**src/sv/stbs_search.sv**
```systemverilog
`timescale 1ns / 1ps
// ----------------------------------------------------------------------------
// stbs_search
// Binary search sequencer: one table probe and one compare per cycle,
// returns the first position whose entry is above (or at) the key.
// ----------------------------------------------------------------------------
module stbs_search #(
  parameter int VALUE_WIDTH = 32,
  parameter int CNT_W       = 11,
  parameter int ADDR_W      = 10
) (
  input  logic                   clk,
  input  logic                   rst_n,
  input  logic                   start,
  input  logic                   strict,
  input  logic [VALUE_WIDTH-1:0] key,
  input  logic [CNT_W-1:0]       count,
  output logic [ADDR_W-1:0]      rd_addr,
  input  logic [VALUE_WIDTH-1:0] rd_data,
  output logic                   done,
  output logic [CNT_W-1:0]       pos
);

  logic                   active_r, active_nxt;
  logic [CNT_W-1:0]       lo_r, hi_r, mid_r;
  logic [VALUE_WIDTH-1:0] key_r;
  logic                   strict_r;

  logic             hit;
  logic             more;
  logic [CNT_W-1:0] lo_step, hi_step, mid_step;
  logic [CNT_W:0]   sum;

  always_comb begin
    hit = strict_r ? ($signed(rd_data) > $signed(key_r))
                   : ($signed(rd_data) >= $signed(key_r));
    if (active_r) begin
      lo_step = hit ? lo_r : mid_r + CNT_W'(1);
      hi_step = hit ? mid_r : hi_r;
    end else begin
      lo_step = '0;
      hi_step = count;
    end
    sum        = {1'b0, lo_step} + {1'b0, hi_step};
    mid_step   = sum[CNT_W:1];
    more       = lo_step < hi_step;
    done       = active_r && !more;
    pos        = lo_step;
    rd_addr    = mid_step[ADDR_W-1:0];
    active_nxt = start || (active_r && more);
  end

  always_ff @(posedge clk) begin
    if (!rst_n) begin
      active_r <= 1'b0;
    end else begin
      active_r <= active_nxt;
    end
  end

  always_ff @(posedge clk) begin
    lo_r  <= lo_step;
    hi_r  <= hi_step;
    mid_r <= mid_step;
    if (start) begin
      key_r    <= key;
      strict_r <= strict;
    end
  end

  a_window_open: assert property (@(posedge clk) disable iff (!rst_n)
    active_r |-> lo_r < hi_r)
    else $error("search window empty while probing");

  a_mid_inside: assert property (@(posedge clk) disable iff (!rst_n)
    active_r |-> (mid_r >= lo_r) && (mid_r < hi_r))
    else $error("probe index outside search window");

  a_done_stops: assert property (@(posedge clk) disable iff (!rst_n)
    (done && !start) |=> !active_r)
    else $error("search still active after done");

endmodule
```
**config.mk**
```make
export PLATFORM = sky130hd
export DESIGN_NAME = stbs_search
export DESIGN_NICKNAME = d
export VERILOG_FILES = /design/src/sv/stbs_search.sv
export SDC_FILE = /design/constraint.sdc
export NUM_CORES = 1
export LEC_CHECK = 0
export ABC_AREA = 1
export BUFFER_PORTS_ARGS = -buffer_cell sky130_fd_sc_hd__buf_2
export CAP_MARGIN = 20
export CORE_UTILIZATION = 48
export DETAILED_ROUTE_END_ITERATION = 16
export MAX_ROUTING_LAYER = met4
export PLACE_DENSITY_LB_ADDON = 0.05
export SYNTH_ARGS = -nofsm -noshare
export SYNTH_HDL_FRONTEND = slang
export SYNTH_SLANG_ARGS = --single-unit
export TNS_END_PERCENT = 50
```
**constraint.sdc**
```tcl
create_clock -name clk -period 4.9 [get_ports clk]
set_clock_uncertainty 0.2 [all_clocks]
set_input_delay 0.735 -clock clk [delete_from_list [all_inputs] [get_ports clk]]
set_output_delay 0.735 -clock clk [all_outputs]
set_load 0.05 [all_outputs]
```
==> flow_metrics.py, run 1 <==
metrics = {
    "run_status": {
        "status": "complete, but fails checks",
        "violations": "negative setup slack",
    },
    "timing": {
        "fin_crit_sh_pct": 111,
        "clock.fmax_mhz": 184,
        "tightest_slew_ns": 0.756,
        "max_slew_margin_pct": 49.6,
        "rsz0062_at_grt": "yes",
        "slew_viol_final": 0,
        "fin_ws_ns": -0.542,
        "period_needed_ns": 5.44,
        "finalSetupViolCount": 6,
        "hold_violations": 0,
        "timing.setup.tns_ns": -1.47,
    },
    "hold_path": {
        "hp-class": "in2reg",
    },
    "pwr": {
        "leakage_nw": 3.00,
        "ir_drop_v": 0.000344,
        "comb_power_share_pct": 55.5,
        "switching_share_pct": 42.8,
        "internal_power_mw": 1.55,
        "power_switching_mw": 1.16,
        "pwr-share-clk_pct": 17.0,
        "power.total_mw": 2.71,
        "cellPowerDensity_mw_per_mm2": 438,
        "sequentialPowerShare_pct": 27.5,
    },
    "die": {
        "dieArea_sq_mm": 0.00875,
        "core_area_sq_mm": 0.00818,
        "top_level_ports": 101,
        "initial_utilization_pct": 49.2,
        "rows": 33,
        "fp.dieH_microns": 93.5,
        "die_w_microns": 93.5,
    },
    "logic_synthesis": {
        "ys.warnings.count": 0,
        "syn_nets": 588,
        "netlist_instances": 455,
        "yosys.area_share.simple_pct": 15.7,
        "synth.area.top_cells": "edfxtp_1, dfxtp_1, ha_1, inv_1, nand2_1",
        "avgSynthCellArea_sq_um": 8.84,
        "synth_area_sq_mm": 0.00402,
        "synth_compound_area_share_pct": 11.6,
        "yosysSeqAreaShare_pct": 41.6,
        "synth_top_area_share_pct": 24.6,
        "synth-adder-area-share_pct": 17.0,
        "synth-seq-cells": 67,
        "muxShareOfSynthArea_pct": 0,
        "synth_xor_area_share_pct": 3.05,
        "synth_top_area_cell": "edfxtp_1",
        "synth_top_family_by_area": "adder cells",
        "ys_types": 35,
    },
    "placement": {
        "placed_cells": 706,
        "routabilityCongestion": 0.796,
        "port_buffers": 100,
        "dp_hpwl_mm": 7.19,
    },
    "detailed_routing": {
        "drcViolationCount": 0,
        "ant_nets": 0,
        "wl_mm": 10.8,
        "first_pass_iters": 5,
        "via_per_inst": 4.88,
        "avgRoutedWirePerCell_microns": 14.6,
        "dr.first_iter.drc_count": 68,
        "routed-via-count": 3609,
    },
    "critical_path": {
        "worstRegToRegCells": 28,
        "critPathMaxStageDelay_ns": 0.36,
        "required_ns": 3.96,
        "rrSetupSlack_ns": 0.70,
        "cp_slowest_cell": "nor4_4",
        "crit_type": "in2out",
        "crit_path_end_kind": "output pin",
        "crit_fanout": 8,
        "cp.arrival_ns": 4.51,
        "critPathBufInv": 5,
        "crit_cells": 29,
        "reg2reg_from": "key_r[19]",
        "reg2reg_to": "mid_r[9]",
        "setup.worst_path.start": "rd_data[18]",
        "critPathTopFamily": "simple AND/OR/NAND/NOR gates",
        "cp-start-kind": "primary input",
        "critical_path.endpoint": "rd_addr[9]",
    },
    "global_routing": {
        "grt_pass1_vias": 3660,
        "grt_max_degree": 35,
        "grt_pass1_wl_mm": 16.0,
        "gr-total-overflow": 0,
        "grt_usage_pct": 24.5,
        "antenna_found_initial": 0,
    },
    "job": {
        "drv_cap": 0,
    },
    "clocking": {
        "clock-sinks": 67,
        "htreeDepth": 3,
        "cts_root_buf": "clkbuf_8",
        "tritoncts": "built",
        "clock_latency_ns": 0.35,
        "cts_buffer_depth": 2,
        "cts_buffers": 9,
        "clkTransAtPathRegs_ns": 0.08,
        "holdBufCountCts": 0,
    },
    "cells_and_area": {
        "fin_nets": 762,
        "layout-drive-gt1-share_pct": 49.5,
        "diodes": 0,
        "stdcell_count": 739,
        "num-fill-cells": 565,
        "area_growth_pct": 53.9,
    },
}
## sequential cells by signal, indices dropped and copies added (netlist names)
name / count
hi_r: 11
active_r: 1
mid_r: 11
lo_r: 11
key_r: 32
strict_r: 1
## cell usage after synthesis
library cell  instances
a211oi_1              4
a21o_1                2
a21oi_1              32
a21oi_4               1
a221oi_1              1
a311oi_1              1
buf_2                 2
buf_4                12
clkbuf_1              3
dfxtp_1              34
edfxtp_1             33
fa_1                  1
ha_1                 53
inv_1                87
inv_2                 2
nand2_1              64
nand2_2              10
nand3_1              14
nand3_2               5
nand3_4               1
nand4_1               2
nor2_1               28
nor2_2                1
nor3_1                7
nor4_1                1
nor4_4                1
o211ai_1              8
o21a_1                3
o21ai_0              11
o21ai_1              12
o21bai_1              3
o31ai_1               1
or2_1                 1
xnor2_1               3
xor2_1               11
## worst reg2reg max path: cells and delay by family, from the launching register on
family,cells,cell delay [ns]
and+or+nand+nor,14,1.66
AOI/OAI and AO/OA,7,0.83
xor gates and xnor gates,1,0.16
adders and majority gates,2,0.57
buffers and inverters,4,0.31
DFF,1,0.34
## kinds of logic after synthesis
group                      after synthesis
and+or+nand+nor                        135
buffers and inverters                  106
AOI/OAI and AO/OA                       79
DFF                                     67
adders and majority gates               54
xor gates and xnor gates                14
## power groups by stage
| stage | registers, mW | clock network [mW] | logic (mW) |
|---|---|---|---|
| after global placement | 0.752 | 0 | 1.13 |
| after CTS | 0.743 | 0.470 | 1.37 |
| after detailed placement | 0.755 | 0 | 1.15 |
| after global routing | 0.755 | 0.491 | 1.61 |
| final | 0.745 | 0.461 | 1.51 |
| after floorplan | 0.744 | 0 | 0.850 |
## per-stage QoR
step,hold slack (ns),worst slack [ns],area [sq um],util (%)
3_5_place_dp,0.396,-0.702,5170,63.3
6_report,0.357,-0.542,6190,75.7
4_1_cts,0.344,-0.483,5900,72.1
2_1_floorplan,0.313,-0.421,4210,-
5_1_grt,0.349,-0.791,6190,75.7
3_3_place_gp,0.369,-0.570,5170,63.3
## per-layer routing
layer	track usage (%)	share of wire, %	vias to the layer above
met1	26.5	40	1680
met3	3.33	3.9	20
met4	8.59	2.3	0
li1	-	-	1821
met2	45.6	53	88
met5	-	0	-
## layout by cell type (no fill, tap or decap), types with 16 or more instances in the layout
| master | n |
|---|---|
| ha_4 | 21 |
| nand2_2 | 19 |
| buf_2 | 81 |
| a21oi_1 | 16 |
| ha_1 | 29 |
| buf_6 | 24 |
| dfxtp_1 | 34 |
| edfxtp_1 | 33 |
| nand2_1 | 50 |
| inv_1 | 80 |
| buf_4 | 73 |
## cell type report
type,count,area (sq um),share of cell area [%]
clock inverters,7,68.8,1.11
repair buffers,180,1260,20.3
well taps,105,131,2.12
inverters,89,337,5.44
multi-input cells,282,2600,42.0
flip-flops and latches,67,1670,27.0
clock buffers,9,124,2.00
## how the worst min path moves through the flow
stage              from   endpoint  slack (ns)  cells past startpoint
3_3_place_gp   hi_r[10]   hi_r[10]        0.37                      4
6_report        key[10]  key_r[10]        0.36                      1
2_1_floorplan  active_r    hi_r[0]        0.31                      2
5_1_grt          key[9]   key_r[9]        0.35                      1
3_5_place_dp    hi_r[0]    hi_r[0]        0.40                      4
4_1_cts         key[28]  key_r[28]        0.34                      1
## what timing repair did
action	in CTS	in global routing
gates resized for setup	87	51
hold endpoints to repair	0	0
pin swaps	26	31
gates cloned	0	0
setup buffers	15	3
endpoints found under the setup margin	8	9
Note: power is estimated with default switching activity, not from simulation.
==> run 2, diff against run 1 <==
--- a/config.mk
+++ b/config.mk
@@ -9,6 +9,7 @@
 export BUFFER_PORTS_ARGS = -buffer_cell sky130_fd_sc_hd__buf_2
 export CAP_MARGIN = 20
 export CORE_UTILIZATION = 48
+export CTS_BUF_LIST = sky130_fd_sc_hd__clkbuf_16
 export DETAILED_ROUTE_END_ITERATION = 16
 export MAX_ROUTING_LAYER = met4
 export PLACE_DENSITY_LB_ADDON = 0.05
==> run 2 against run 1 <==
  * The flow still finishes with violations (negative setup slack)
  * Fmax grew 0.98%
  * First-iteration DRC count grew 10%
  * Combinational power is essentially flat
  * Register-to-register slack gained 0.03 ns
  * Critical path type unchanged
  * Largest power group unchanged
==> flow_metrics.py, run 2 (same netlist as run 1, synthesis figures left out) <==
metrics = {
    "run_status": {
        "status": "complete, but fails checks",
        "violations": "negative setup slack",
    },
    "cells_and_area": {
        "fin_nets": 765,
        "layout_commonest_cell": "buf_2",
        "final_area_sq_mm": 0.00631,
        "area_growth_pct": 56.8,
        "final_cell_mix": "buf_2, inv_1, buf_4",
        "largest_register_ffs": 32,
        "largest_register": "key_r",
        "layout-drive-gt1-share_pct": 49.9,
        "diodes": 0,
        "stdcell_count": 742,
    },
    "detailed_routing": {
        "drcViolationCount": 0,
        "avgRoutedWirePerCell_microns": 14.6,
        "ant_nets": 0,
        "routed-via-count": 3571,
        "first_pass_iters": 4,
        "dr.first_iter.drc_count": 75,
        "via_per_inst": 4.81,
        "wl_mm": 10.9,
    },
    "timing": {
        "rsz0062_at_grt": "yes",
        "tightest_slew_ns": 0.775,
        "finalSetupViolCount": 7,
        "period_needed_ns": 5.39,
        "max_slew_margin_pct": 48.3,
        "hold_violations": 0,
        "fin_crit_sh_pct": 110,
        "slew_viol_final": 0,
        "fin_ws_ns": -0.489,
        "timing.setup.tns_ns": -1.72,
        "clock.fmax_mhz": 186,
    },
    "placement": {
        "place_ws_ns": -0.702,
        "placed_cells": 706,
        "port_buffers": 100,
        "dp_hpwl_mm": 7.19,
        "place_area_sq_mm": 0.00517,
        "routabilityCongestion": 0.796,
    },
    "critical_path": {
        "cp-start-kind": "primary input",
        "crit_path_end_kind": "output pin",
        "cp.arrival_ns": 4.45,
        "crit_fanout": 3,
        "crit_type": "in2out",
        "required_ns": 3.96,
    },
    "clocking": {
        "cts_buffer_depth": 2,
        "tritoncts": "built",
        "clkTransAtPathRegs_ns": 0.06,
        "cts_buffers": 9,
        "htreeDepth": 3,
        "clock_latency_ns": 0.33,
        "clock-sinks": 67,
        "cts_root_buf": "clkbuf_16",
    },
    "die": {
        "rows": 33,
        "dieArea_sq_mm": 0.00875,
        "fp.dieH_microns": 93.5,
        "die_w_microns": 93.5,
        "initial_utilization_pct": 49.2,
        "core_area_sq_mm": 0.00818,
        "top_level_ports": 101,
    },
    "global_routing": {
        "antenna_found_initial": 0,
        "grt_pass1_wl_mm": 15.8,
        "grt_usage_pct": 24.3,
        "grt_pass1_vias": 3622,
        "gr-total-overflow": 0,
        "grt_max_degree": 35,
    },
    "job": {
        "drv_cap": 0,
    },
    "pwr": {
        "cellPowerDensity_mw_per_mm2": 456,
        "power.total_mw": 2.88,
        "leakage_nw": 3.05,
        "ir_drop_v": 0.000348,
    },
    "hold_path": {
        "hp-class": "in2reg",
    },
}
run 2: routing by layer:
| metal | global-route usage (%) | share of wire (%) |
|---|---|---|
| met1 | 26.3 | 39 |
| met2 | 44.9 | 55 |
| met3 | 4.07 | 4.0 |
| met4 | 8.46 | 1.6 |
| met5 | - | 0 |
run 2: worst max-delay path, stage by stage:
cell and delay (ns):
buf_2 0.12, ha_4 0.27, nand4_1 0.16, nor4_4 0.37
nand2_2 0.14, nand3_2 0.09, nand3_2 0.11, buf_4 0.15
buf_4 0.13, nand3_2 0.08, nand3_4 0.08, a21oi_4 0.18
fa_2 0.26, a21oi_4 0.07, o21bai_4 0.14, a21oi_2 0.08
o21bai_1 0.19, nand2_1 0.09, inv_2 0.08, nor2_2 0.04
nor2_2 0.12, nor2_1 0.06, nor2_1 0.14, o21ai_1 0.08
nand2_1 0.11, xor2_2 0.19, buf_6 0.18
run 2: layout make-up:
cell class / instances / area (sq um)
fill: 544 / 1870
timing repair buffer: 183 / 1250
clock buffer: 9 / 225
clock inverter: 7 / 68.8
inverter: 89 / 337
sequential: 67 / 1670
tap: 105 / 131
multi-input combinational: 282 / 2620
run 2: worst paths after layout:
check	from	endpoint	slack, ns	cells past startpoint
hold reg to reg	hi_r[10]	hi_r[10]	0.41	4
hold / removal	key[10]	key_r[10]	0.38	1
setup reg to reg	key_r[31]	mid_r[9]	0.73	29
setup / recovery	rd_data[17]	rd_addr[9]	-0.49	27
run 2: power by group:
group          internal, mW  switching (mW)
logic                 0.617           0.877
registers             0.698          0.0477
clock network         0.392           0.247
total                  1.71            1.17
run 2: what timing repair did:
action	in CTS	in global routing
pin swaps	39	38
setup buffers	13	8
resized for setup	68	68
hold buffers	0	0
setup endpoints to repair	8	9
run 2: stage by stage:
step / hold WS [ns] / utilization (%)
global placement: 0.369 / 63.3
CTS: 0.370 / 72.2
finish: 0.375 / 77.1
global route: 0.371 / 77.1
detailed placement: 0.396 / 63.3
floorplan: 0.313 / -
